[config.mk]
export PLATFORM = sky130hd
export DESIGN_NAME = bwnf_cell
export DESIGN_NICKNAME = d
export VERILOG_FILES = /design/src/design/bwnf_cell.sv
export SDC_FILE = /design/constraint.sdc
export NUM_CORES = 1
export LEC_CHECK = 0
export BUFFER_PORTS_ARGS = -buffer_cell sky130_fd_sc_hd__buf_2
export CAP_MARGIN = 20
export CORE_AREA = 2 2 74 76
export DETAILED_ROUTE_END_ITERATION = 8
export DIE_AREA = 0 0 76 78
export PLACE_DENSITY = 0.8
export SYNTH_ARGS = -nofsm -noshare
export SYNTH_HDL_FRONTEND = slang
export SYNTH_SLANG_ARGS = --single-unit
[constraint.sdc]
create_clock -name clk -period 2.5 [get_ports clk]
set_input_delay 0.125 -clock clk [delete_from_list [all_inputs] [get_ports clk]]
set_output_delay 0.125 -clock clk [all_outputs]
set_load 0.01 [all_outputs]
[src/design/bwnf_cell.sv]
// ----------------------------------------------------------------------------
// Window cell
// Holds one character of the recent-name window, passes it to the next cell
// on every name beat and compares it with the word character that lines up
// with it for the entry being scanned.
// ----------------------------------------------------------------------------
module bwnf_cell #(
    parameter int WORD_LEN = 15,
    parameter int POS      = 0,
    localparam int LEN_W   = $clog2(WORD_LEN + 1),
    localparam int POS_W   = (WORD_LEN > 1) ? $clog2(WORD_LEN) : 1
) (
    input  logic                         clk,
    input  logic                         rst_n,
    input  logic                         shift_en,
    input  logic                         clear,
    input  logic [7:0]                   char_in,
    output logic [7:0]                   char_out,
    input  logic [LEN_W-1:0]             word_len,
    input  logic [WORD_LEN-1:0][7:0]     word_row,
    output logic                         match
);

    logic [7:0]  win_reg;
    logic [7:0]  win_next;
    logic [31:0] sel32;

    always_comb
    begin
        win_next = win_reg;
        if (clear)
        begin
            win_next = 8'd0;
        end
        else if (shift_en)
        begin
            win_next = char_in;
        end
    end

    always_ff @(posedge clk or negedge rst_n)
    begin
        if (!rst_n)
        begin
            win_reg <= 8'd0;
        end
        else
        begin
            win_reg <= win_next;
        end
    end

    // Window slot POS holds the newest-minus-POS character, which lines up
    // with word position len-1-POS.
    always_comb
    begin
        sel32 = 32'(word_len) - 32'(POS) - 32'd1;
        if (32'(POS) < 32'(word_len))
        begin
            match = (win_reg == word_row[sel32[POS_W-1:0]]);
        end
        else
        begin
            match = 1'b1;
        end
    end

    assign char_out = win_reg;

endmodule

Word level (Yosys, flattened, before mapping)
Index checks and enable logic that the tools add are counted.
{"block": "classes", "n_addsub": 1, "magnitude_cmp": 2, "eq_ne": 1, "muxes": 5, "reduce_logical": 1}
{"cell": "8-bit binary-select mux with 4-bit select", "n": 1}
{"cell": "8-bit two-way mux", "n": 3}
{"cell": "8-bit == test", "n": 1}
{"cell": "4-bit by 5-bit less-than comparator with 1-bit output, second input constant", "n": 1}
{"cell": "1-bit by 4-bit less-than comparator with 1-bit output, first input constant", "n": 1}
{"cell": "4-bit by 1-bit subtractor with 4-bit output, second input constant", "n": 1}
{"cell": "2-bit nonzero test", "n": 1}
{"cell": "1-bit two-way mux", "n": 1}
{"block": "word_totals", "reg_bits": 8, "in_bits": 136, "out_inout_bits": 9, "wordCells": 11}

Longest topological paths before layout
Gate-level depths: netlist of run 1.
{"block": "logic_depth", "depth_word": 5, "mapped_depth": 13, "ltp_nobuf": 9}

Worst setup path before layout of run 1
No wires, ideal clock.
{"block": "synth_path", "path_type": "input-to-output", "from": "in word_len[0]", "to": "out match", "arrival_time_ns": 2.827, "required_ns": 2.375, "path_slack_ns": -0.452, "cell_stages": 11, "n_path_buf": 2, "path_cell_list": "buf_4 -> inv_1 -> clkbuf_1 -> ha_1 -> xor2_4 -> mux4_1 -> mux2i_1 -> xor2_1 -> o211a_1 -> o211ai_1 -> o31ai_1"}
{"block": "synth_between", "elab_chain_cells": 5, "word_cells_on_any_way": 6, "classes_between": "1 x add/sub; 1 x order compare; 1 x eq/ne; 3 x mux"}
{"element": "from (decl)", "line_no": "19", "rtl": "input logic [LEN_W-1:0] word_len,"}
{"element": "4-bit by 1-bit subtractor with 4-bit output", "line_no": "57", "rtl": "sel32 = 32'(word_len) - 32'(POS) - 32'd1;"}
{"element": "8-bit binary-select mux with 4-bit select", "line_no": "60", "rtl": "match = (win_reg == word_row[sel32[POS_W-1:0]]);"}
{"element": "8-bit two-way mux (implied by the code)", "line_no": "60"}
{"element": "8-bit == test", "line_no": "60"}
{"element": "1-bit two-way mux *", "line_no": "58", "rtl": "if (32'(POS) < 32'(word_len))"}
{"element": "to (decl)", "line_no": "21", "rtl": "output logic match"}
Every way passes the cells marked *; elsewhere a longest branch is shown, timed or not. The select of a mux whose other input is x is not followed.

Worst setup path in the final report of run 1
{"block": "layout_path", "from": "in word_len[1]", "to": "out match"}
The elaborated chain is that of the path after synthesis.

==> impl_summary.md, run 1 <==
CTS
The root buffer cell is sky130_fd_sc_hd__clkbuf_8. After clock tree synthesis, the clock-pin slew on the worst setup and hold paths is roughly 0.040 ns. For the worst-skew pair, the clock arrives at the later sink with an insertion delay of 0.23 ns. The clock tree from TritonCTS is yes. The number of clock buffers added by TritonCTS is 3. The largest buffer count on any clock path is 2. In this run the number of H-tree levels came out at 1. Clock tree synthesis found a total of 8 sinks.

Global route
The overflow left after global routing is 0. The via count of the first global-routing pass was about 2.2k. The initial antenna violation count is 0. The all-layer global routing usage is between 10% and 20%. The first global-routing pass estimated around 9600 µm of wire.

Entering global routing, the biggest net connects 31 pins.

Pwr
The peak ir drop on the vdd network is between 100 and 150 µV. Summed over all cells, the static leakage comes to between 1 and 1.5 nW. Summing internal, switching and leakage power gives 0.867 mW. The power density over the cells is approximately 310 nW/µm².

Floorplanning
between 100 and 150 I/O pins were placed. The chip height is between 70 and 80 µm. The initialized floorplan defines 26 standard-cell rows. The floorplan step set the die width to 76 µm. The area enclosed by the die boundary is slightly below 6000 µm². The placeable core area is just over 5000 µm². The effective utilization at floorplan is approximately 36%.

Yosys
The unique cell type count in the Yosys netlist is 48. The cell area that synthesis handed to floorplanning was between 1500 and 2000 µm². The number of nets in the synthesized netlist is 321. The number of register bits inferred by synthesis is 8. Counting flops with an async set or reset pin after synthesis yields a share of 100%. The synthesized instance count is between 150 and 200. A synthesized cell averages ~9.8 µm². The share of the yosys chip area belonging to registers is ~11%. The count of flip-flops with a built-in enable after synthesis is 0.

For this run, the number of Yosys warnings is 0. The flip-flop cell with the highest count after synthesis is sky130_fd_sc_hd__dfrtp_1.

Timing
At the pin with the least slew margin, the transition time is 0.376 ns. The total count of max-transition violations in the final report came to 0. Setup total negative slack on the finished layout was measured at 0 ns. Setup violations remaining at the end of the flow were counted as 0. The worst pin sits at a relative slew slack of around three quarters. The clock period minus worst slack is 2.49 ns. The worst clock skew is 0 ns.

Once routing completed, OpenROAD measured the worst setup slack at approximately 0.010 ns. Derived from the worst setup path, the maximum achievable clock frequency is roughly 0.40 GHz. The final hold violation count came to 0. The final critical path takes up between 90% and 100% of the cycle.

Across all hold checks on the routed design, the worst slack comes to 0.146 ns. Setup repair after global routing could not meet its margin everywhere.

Finish
The total number of nets in the final design is about 470. The proportion of layout cells with a drive suffix above 1 is between 60% and 70%. The count of placed standard cells in the final layout, fillers left out is around 400. Leaving out fill and tap cells, the most frequent cells in the layout are sky130_fd_sc_hd__buf_2, sky130_fd_sc_hd__mux2i_1, sky130_fd_sc_hd__buf_4. The area added between synthesis and finish is 56.8%.

The number of flip-flops under the largest register name is 8. The total of fill cells in the finished design is 432. 0 antenna diodes ended up in the layout.

The most common cell after layout, fill and taps aside is sky130_fd_sc_hd__buf_2.

Drt
The final routed wirelength across all metal layers is about 6300 µm. The post-route DRC violation count is 0. The average wire per cell in the routed design is between 15 and 20 µm.

The count of vias placed by the detailed router is approximately 2.1k. The number of vias per cell is 5.28. The first-iteration detailed-routing DRC count is 102. The detailed-router iteration count before antenna repair is 4. The number of antenna-violating nets in the routed design is 0.

Worst setup path
The critical path goes through buf_8, inv_6, ha_4, xor2_4, buf_6, mux4_2, mux2i_2, xor2_1, o211a_1, o211ai_1, o31ai_2, buf_2. The slowest cell on the critical path is sky130_fd_sc_hd__mux4_2. Data on the critical path is required at its endpoint by roughly 2.4 ns. The largest fanout on the critical path is 5.

STA classifies the critical path startpoint as an input port. Together, buffers and inverters on the worst path number 4. The category of the worst setup path capture point is an output port. In this design, the stage delay of the slowest critical-path cell is 0.50 ns. STA puts the critical path data arrival time at between 2 and 2.5 ns. The worst setup path is of the in2out kind. The family with the most delay on the worst path is multiplexers.

Placed design
The placer congestion estimate is approximately 0.84. The total placed cells including tap cells is ~400. The pre-CTS setup slack is -0.0340 ns. The detailed placer's ending HPWL is about 5300 µm. The count of buffers from port buffering is ~140.

Outcome
The flow ran to the end, and the final reports show no timing, DRC or antenna violations.

Hold path
The tightest min-delay check is of the in2reg type.

Flow run
Max-cap violations in this run came to 0.
-- cells by family after synthesis --
logic type	count (synthesis)	synth area share (%)
flip-flops	8	11.2
adder cells (fa/ha/maj)	2	1.40
XOR/XNOR	15	8.80
buffers and inverters	22	7.05
AND/OR/NAND/NOR	54	16.4
multiplexers	46	40.6
AO/OA/AOI/OAI	36	14.6
-- metrics by stage --
stage	area [µm²]	utilization (%)
floorplan	1810	-
global placement	2630	52.2
detailed placement	2630	52.2
CTS	2690	53.4
global route	2810	55.7
finish	2810	55.7
-- tightest hold or removal path: cells and delay by family --
family	cells	cell delay, ns
multiplexers	1	0.06
AND/OR/NAND/NOR	1	0.08
buffers and inverters	1	0.08
-- cell usage after synthesis, types with 3 or more instances --
master | count | area (µm²)
sky130_fd_sc_hd__and3_1 | 7 | 43.8
sky130_fd_sc_hd__nand3_1 | 9 | 45.0
sky130_fd_sc_hd__mux2_2 | 4 | 45.0
sky130_fd_sc_hd__nor2_1 | 11 | 41.3
sky130_fd_sc_hd__nor3b_1 | 4 | 30.0
sky130_fd_sc_hd__xnor2_1 | 7 | 61.3
sky130_fd_sc_hd__nand2_1 | 11 | 41.3
sky130_fd_sc_hd__clkbuf_1 | 8 | 30.0
sky130_fd_sc_hd__a31oi_1 | 3 | 18.8
sky130_fd_sc_hd__buf_4 | 3 | 22.5
sky130_fd_sc_hd__mux2i_1 | 22 | 220
sky130_fd_sc_hd__o21ai_0 | 3 | 15.0
sky130_fd_sc_hd__o22ai_1 | 3 | 18.8
sky130_fd_sc_hd__inv_1 | 4 | 15.0
sky130_fd_sc_hd__nand3b_1 | 4 | 30.0
sky130_fd_sc_hd__mux4_2 | 13 | 293
sky130_fd_sc_hd__mux4_1 | 6 | 158
sky130_fd_sc_hd__xor2_1 | 6 | 52.6
sky130_fd_sc_hd__buf_2 | 4 | 20.0
sky130_fd_sc_hd__a21oi_1 | 9 | 45.0
sky130_fd_sc_hd__dfrtp_1 | 8 | 200
-- power breakdown --
part / internal [mW] / switching, mW
sequential: 0.137 / 0.0164
combinational: 0.319 / 0.239
clock: 0.104 / 0.0513
total: 0.560 / 0.307
-- routing by layer --
layer	GRT usage, %	vias up	part of all wire (%)
li1	-	1016	-
met1	22.3	990	39
met2	39.1	116	52
met3	3.02	10	6.6
met4	5.64	0	1.8
met5	0	-	0
-- what timing repair did --
action	4_1_cts	5_1_grt
buffers inserted	0	5
pin swaps	0	6
setup endpoints to repair	1	1
hold buffers	1	0
gates resized for setup	3	18
endpoints found under the hold margin	8	0
-- path summary, 6_finish.rpt --
path,start,depth (start not counted),endpoint,slack [ns]
max in group asynchronous,rst_n,2,char_out[1],2.06
min,char_in[3],3,char_out[3],0.15
max,word_len[1],12,match,0.01
min reg2reg,char_out[5],2,char_out[5],0.65
max reg2reg,char_out[6],2,char_out[6],1.66
min in group asynchronous,rst_n,2,char_out[6],0.28
-- layout make-up --
cell class	instances	area, µm²	area share [%]
timing repair buffer	166	928	33.0
clock buffer	3	41.3	1.47
inverter	4	25.0	0.890
sequential	8	200	7.12
multi-input combinational	153	1530	54.4
tap	70	87.6	3.12
Note: power is estimated with default switching activity, not from simulation.
==> run 2: changes to the inputs <==
- CORE_AREA: 2 2 74 76 -> 2 2 95 60
- DIE_AREA: 0 0 76 78 -> 0 0 97 62
==> run 2 against run 1 <==
Largest cell class unchanged; utilization fell by 3.4 points; critical path type unchanged; die area rose by 1.5%; sequential share of layout area rose by 0.12 points.
==> impl_summary.md, run 2 (synthesis results as in run 1) <==
Outcome
The flow ran to the end, and the final reports show no timing, DRC or antenna violations.

Worst setup path
The setup path with the least slack is of type in2out. The longest individual stage delay on the worst path was 0.50 ns (about the same). The largest fanout on the critical path is 8 (+3). The data arrival time of the worst path is 2.35 ns (-0.02 ns). On the critical path, the stage with the largest delay is an instance of sky130_fd_sc_hd__mux4_2. STA classifies the critical path endpoint as an output port.

The critical path goes through buf_8, inv_6, ha_4, xor2_4, buf_12, mux4_2, mux2i_2, xor2_1, o211a_1, o211ai_1, o31ai_2, buf_2. The nature of the critical path startpoint is an input port. The first element of the critical path is word_len[1]. The required arrival time at the worst endpoint is 2.38 ns (about the same). The startpoint of the lowest-slack register-to-register path is char_out[3]. The reg-to-reg setup timing slack is 1.60 ns (-0.06 ns).

Floorplanning
The die span in x is 97 µm (+28%). The chip height is 62 µm (-21%). The effective utilization at floorplan is 33.9% (-1.6 points).

The placement row count is 21 (-19%). The placeable core area was 5280 µm² (+4.7%). The area enclosed by the die boundary is 6010 µm² (+1.5%).

The total I/O pin count is 145 (unchanged).

CTS
The clock transition at the registers of the reported paths is 0.04 ns (about the same). TritonCTS built the clock tree. The number of clock sinks is 8 (unchanged).

The TritonCTS buffer count is 3 (unchanged). The largest buffer count on any clock path was 2 (unchanged). The clock latency on the worst-skew pair is 0.23 ns (about the same).

Clock tree synthesis selected as its root buffer the cell sky130_fd_sc_hd__clkbuf_8. The H-tree level count was 1 (unchanged).

Finish
The proportion of layout cells with a drive suffix above 1 is 61.1% (-0.30 points). The total number of nets in the final design is 474 (unchanged). The most common cell after layout, fill and taps aside is sky130_fd_sc_hd__buf_2.

The top cell types in the final layout, fill and taps aside, are sky130_fd_sc_hd__buf_2, sky130_fd_sc_hd__mux2i_1, sky130_fd_sc_hd__buf_4. The number of flip-flops under the largest register name is 8 (unchanged). The finished layout cell area is 2770 µm² (-1.6%). The area added between synthesis and finish is 54.3%. The total inserted antenna cells was 0 (unchanged).

Timing
Setup repair after global routing could not meet its margin everywhere. The highest clock frequency the design can meet is 0.404 GHz (+0.52%). The worst hold slack is 0.153 ns (+0.00715 ns). The normalized max-slew margin came to 64.8% (-10 points).

The final hold violation count is 0 (unchanged). The worst clock skew is 0 ns (unchanged). The final cycle utilization of the critical path is 99.1% (-0.52 points). The slew of the pin with the lowest slew margin is 0.526 ns (+0.150 ns). The clock period minus worst slack is 2.48 ns (-0.0130 ns). The summed negative setup slack over all endpoints is 0 ns (unchanged).

The total count of max-transition violations in the final report is 0 (unchanged). The count of final setup violators came to 0 (unchanged).

Placed design
The count of buffers from port buffering was 144 (unchanged). The placer congestion estimate was 0.868 (+3.4%). The post-detailed-placement cell area is 2670 µm² (+1.6%). The detailed placer's ending HPWL was 5300 µm (-0.67%).

Pwr
The switching power summed over all nets is 0.298 mW (-2.7%). The leakage power of the design came to 1.38 nW (-1.3%). The peak ir drop on the vdd network is 168 µV (+23%).

The relative contribution of the clock network to total power is 18.0% (about the same). The switching part of the total power is 35.0% (-0.32 points). The sequential cell fraction of total power is 17.6% (about the same).

The logic gate share of total power is 64.5% (+0.2 points). The power density over the cells is 308 nW/µm² (-0.26%). The internal power consumption is 0.553 mW (-1.4%).

Hold path
The source of the worst hold timing path is char_in[5]. The class of the tightest hold or removal check is in2reg.

Global route
The overflow left after global routing is 0 (unchanged). The maximum number of pins on one net before global-route repair is 28 (-9.7%). The all-layer global routing usage is 20.3% (+0.30 points). The wire length of the first global-routing pass was 9770 µm (+1.9%). The initial antenna violation count was 0 (unchanged). The via count of the first global-routing pass is 2075 (-3.8%).

Drt
The post-route DRC violation count is 0 (unchanged). The count of vias placed by the detailed router is 2085 (-2.2%). The number of antenna-violating nets in the routed design is 0 (unchanged). The average wire per cell in the routed design is 15.2 µm (-2.1%). The detailed-router iteration count before antenna repair came to 4 (unchanged). The final routed wirelength across all metal layers is 6130 µm (-2.4%). The number of vias per cell was 5.17 (-2.0%). The first-iteration detailed-routing DRC count came to 79 (-23%).

Flow run
The number of maximum-capacitance constraint violations is 0 (unchanged).
==> run 2: power groups by stage <==
stage	clock network (mW)	logic (mW)	registers (mW)
after detailed placement	0	0.535	0.151
after CTS	0.155	0.546	0.150
after floorplan	0	0.331	0.151
after global routing	0.163	0.606	0.151
final	0.153	0.548	0.149
after global placement	0	0.526	0.151
==> run 2: critical path, delay by kind of cell <==
kind                       cells  cell delay (ns)
AOI/OAI and AO/OA              3             0.52
xor gates and xnor gates       2             0.38
adders and majority gates      1             0.15
buffers and inverters          4             0.49
muxes                          2             0.68
==> run 2: path summary, 6_finish.rpt <==
path,endpoint,cells after the start
setup / recovery,match,12
hold / removal,char_out[5],3
setup reg to reg,char_out[3],3
hold reg to reg,char_out[4],2
max in group asynchronous,char_out[2],2
min in group asynchronous,char_out[3],2
==> run 2: layer usage <==
metal / global-route usage (%) / up-vias / part of all wire [%]
li1: - / 1020 / -
met1: 27.2 / 970 / 45
met2: 36.8 / 95 / 47
met3: 4.59 / 0 / 8.1
met4: 0 / 0 / 0
met5: 0 / - / 0
==> run 2: layout make-up <==
class	count	area, µm²
fill	510	2520
multi-input combinational	153	1480
timing repair buffer	166	933
sequential	8	200
tap	69	86.3
clock buffer	3	41.3
inverter	4	22.5
==> run 2: repair_timing <==
item	CTS	global route
pin swaps	1	5
setup endpoints to repair	1	1
setup buffers	1	0
hold buffers	1	0
resized for setup	5	9
hold endpoints to repair	8	0
==> run 2: metrics by stage <==
step	std cells	total power, mW	utilization [%]	setup slack (ns)
2_1_floorplan	183	0.482	-	0.00740
3_3_place_gp	398	0.678	50.6	-0.0227
3_5_place_dp	398	0.686	50.6	-0.0657
4_1_cts	403	0.851	52.0	0.00887
5_1_grt	403	0.920	52.4	-0.101
6_report	403	0.851	52.4	0.0229
==> run 3: changes to the inputs <==
- CELL_PAD_IN_SITES_DETAIL_PLACEMENT: not set -> 0
- CELL_PAD_IN_SITES_GLOBAL_PLACEMENT: not set -> 1
- CORE_AREA: 2 2 95 60 -> 2 2 113 71
- DIE_AREA: 0 0 97 62 -> 0 0 115 73
- PLACE_DENSITY: 0.8 -> 0.81
==> run 3 against run 2 <==
Clock skew did not move; combinational power grew 3%; power increased by 15%; critical path type unchanged; highest routed layer unchanged; sequential power grew 3%; clock power rose by 73%; register-to-register slack about the same.
==> impl_summary.md, run 3 (synthesis results as in run 1) <==
Global route
The all-layer global routing usage is 15.7% (-4.5 points). The initial antenna violation count is 0 (unchanged). The maximum number of pins on one net before global-route repair is 30 (+7.1%). The overflow left after global routing is 0 (unchanged).

The wire length of the first global-routing pass is 10300 µm (+5.1%). The via count of the first global-routing pass is 2011 (-3.1%).

Floorplanning
The area enclosed by the die boundary was 8400 µm² (+40%). The total I/O pin count is 145 (unchanged). The placement row count was 25 (+19%). The effective utilization at floorplan is 23.9% (-10 points).

The chip height is 73 µm (+18%). The placeable core area is 7510 µm² (+42%). The die span in x came to 115 µm (+19%).

Pwr
The power density over the cells was 345 nW/µm² (+12%). The overall power of the completed layout is 0.982 mW (+15%). The peak ir drop on the vdd network was 161 µV (-4.2%).

The relative contribution of the clock network to total power is 26.9% (+8.9 points). The leakage power of the design is 1.38 nW (+0.60%). The sequential cell fraction of total power is 15.5% (-2.1 points).

The switching power summed over all nets was 0.322 mW (+8.1%). The internal power consumption is 0.660 mW (+19%). The logic gate share of total power is 57.5% (-7.0 points). The switching part of the total power came to 32.8% (-2.2 points).

Worst setup path
The path depth of the worst reg2reg path is 3 (unchanged). The endpoint identified for the worst register-to-register timing path is char_out[3]. The reg-to-reg setup timing slack is 1.60 ns (about the same). The slowest cell on the critical path is sky130_fd_sc_hd__mux4_2. The required arrival time at the worst endpoint is 2.38 ns (about the same).

The longest individual stage delay on the worst path is 0.52 ns (+0.02 ns). The kind of critical path is in2out. The largest fanout on the critical path is 5 (-3). In this run the critical register-to-register path is launched from char_out[3].

The data arrival time of the worst path came to 2.36 ns (about the same). Walking the worst path, the cells encountered are buf_8, inv_6, ha_4, xor2_4, buf_6, mux4_2, mux2i_2, xor2_1, o211a_1, o211ai_1, o31ai_2, buf_2. The nature of the critical path startpoint is an input port. The combined buffer and inverter count along the critical path is 4 (unchanged).

The worst setup path is captured at an output port. The family with the most delay on the worst path is multiplexers.

Placed design
The detailed placer's ending HPWL was 5920 µm (+12%). The placer congestion estimate was 0.828 (-4.6%). The pre-CTS setup slack was -0.127 ns (-0.0613 ns). The post-detailed-placement cell area is 2670 µm² (-0.14%). The total placed cells including tap cells is 420 (+5.5%). The count of buffers from port buffering is 144 (unchanged).

Finish
The proportion of layout cells with a drive suffix above 1 is 61.9% (+0.86 points). The total inserted antenna cells is 0 (unchanged). Leaving out fill and tap cells, the most frequent cells in the layout are sky130_fd_sc_hd__buf_2, sky130_fd_sc_hd__mux2i_1, sky130_fd_sc_hd__mux4_2. The library cell used most frequently in the layout, excluding fill and tap cells, is sky130_fd_sc_hd__buf_2. The core occupancy in the finished layout is 38.0% (-14 points). The number of flip-flops under the largest register name is 8 (unchanged). Relative to the synthesized area, the layout overhead comes to 59.1%. The finished layout cell area came to 2850 µm² (+3.1%).

The total number of nets in the final design came to 471 (-0.63%). The total of fill cells in the finished design was 782 (+53%). The count of placed standard cells in the final layout, fillers left out is 425 (+5.5%).

Timing
The worst hold slack is 0.136 ns (-0.0167 ns). The worst-case setup margin in the final layout is 0.0185 ns (-0.00438 ns). The slew of the pin with the lowest slew margin came to 0.415 ns (-0.111 ns). The normalized max-slew margin came to 72.2% (+7.4 points). The worst clock skew was 0 ns (unchanged).

The final cycle utilization of the critical path is 99.3% (+0.18 points). Setup repair after global routing could not meet its margin everywhere. The summed negative setup slack over all endpoints is 0 ns (unchanged).

The total count of max-transition violations in the final report is 0 (unchanged). The clock period minus worst slack came to 2.48 ns (+0.00438 ns). The count of final setup violators was 0 (unchanged). The highest clock frequency the design can meet is 0.403 GHz (-0.18%).

The final hold violation count was 0 (unchanged).

Hold path
The number of instances on the worst hold path is 3 (unchanged). The tightest min-delay check is of the in2reg type. The endpoint with the worst hold slack is char_out[5].

The worst hold path begins at char_in[5].

CTS
The largest buffer count on any clock path is 2 (unchanged). The clock tree from TritonCTS is yes. The number of clock sinks is 8 (unchanged).

The clock latency on the worst-skew pair is 0.23 ns (about the same). The clock transition at the registers of the reported paths is 0.04 ns (about the same). The cell sitting at the root of the clock tree is a sky130_fd_sc_hd__clkbuf_16.

The TritonCTS buffer count is 3 (unchanged). The H-tree level count is 1 (unchanged).

Drt
The post-route DRC violation count came to 0 (unchanged). The final routed wirelength across all metal layers is 6710 µm (+9.5%). The detailed-router iteration count before antenna repair is 4 (unchanged).

The number of vias per cell came to 4.86 (-6.0%). The number of antenna-violating nets in the routed design is 0 (unchanged). The average wire per cell in the routed design was 15.8 µm (+3.9%).

The first-iteration detailed-routing DRC count is 67 (-15%). The count of vias placed by the detailed router is 2067 (-0.86%).

Flow run
The number of maximum-capacitance constraint violations is 0 (unchanged).

Outcome
The flow ran to the end, and the final reports show no timing, DRC or antenna violations.
-- run 3: repair_timing --
item / 4_1_cts / 5_1_grt
resized for setup: 12 / 12
endpoints found under the hold margin: 8 / 0
hold buffers: 1 / 0
setup endpoints to repair: 1 / 1
pin swaps: 3 / 7
buffers inserted: 0 / 1
-- run 3: per-layer routing --
metal  GRT usage (%)  vias to the layer above  wire, µm
met3            3.90                        0       548
met4            1.74                        0         0
li1                -                     1011         -
met2            25.6                       89      2980
met1            21.9                      967      3180
met5               0                        -         0
-- run 3: how the worst max path moves through the flow --
| stage | from | endpoint | slack, ns | cells after the start |
|---|---|---|---|---|
| 5_1_grt | word_len[0] | match | -0.10 | 12 |
| 3_5_place_dp | word_len[0] | match | -0.13 | 12 |
| 2_1_floorplan | word_len[0] | match | 0.007 | 12 |
| 6_report | word_len[0] | match | 0.02 | 12 |
| 3_3_place_gp | word_len[0] | match | -0.07 | 13 |
| 4_1_cts | word_len[1] | match | -0.08 | 12 |
-- run 3: worst register-to-register path, cell delays in order (launching register included) --
cell and delay (ns):
sky130_fd_sc_hd__dfrtp_1 0.43, sky130_fd_sc_hd__buf_4 0.18, sky130_fd_sc_hd__mux2i_1 0.12, sky130_fd_sc_hd__nor2_1 0.05
-- run 3: area by class of cell --
type	count	area, µm²	area share [%]
inverter	4	25.0	0.878
sequential	8	200	7.02
timing repair buffer	163	910	31.9
clock buffer	3	75.1	2.63
multi-input combinational	153	1520	53.4
tap	94	118	4.13
-- run 3: power by group through the flow --
stage | clock [mW] | combinational [mW] | sequential (mW)
after detailed placement | 0 | 0.532 | 0.155
after global routing | 0.278 | 0.618 | 0.155
after global placement | 0 | 0.524 | 0.155
after floorplan | 0 | 0.331 | 0.151
final | 0.265 | 0.565 | 0.153
after CTS | 0.269 | 0.546 | 0.154
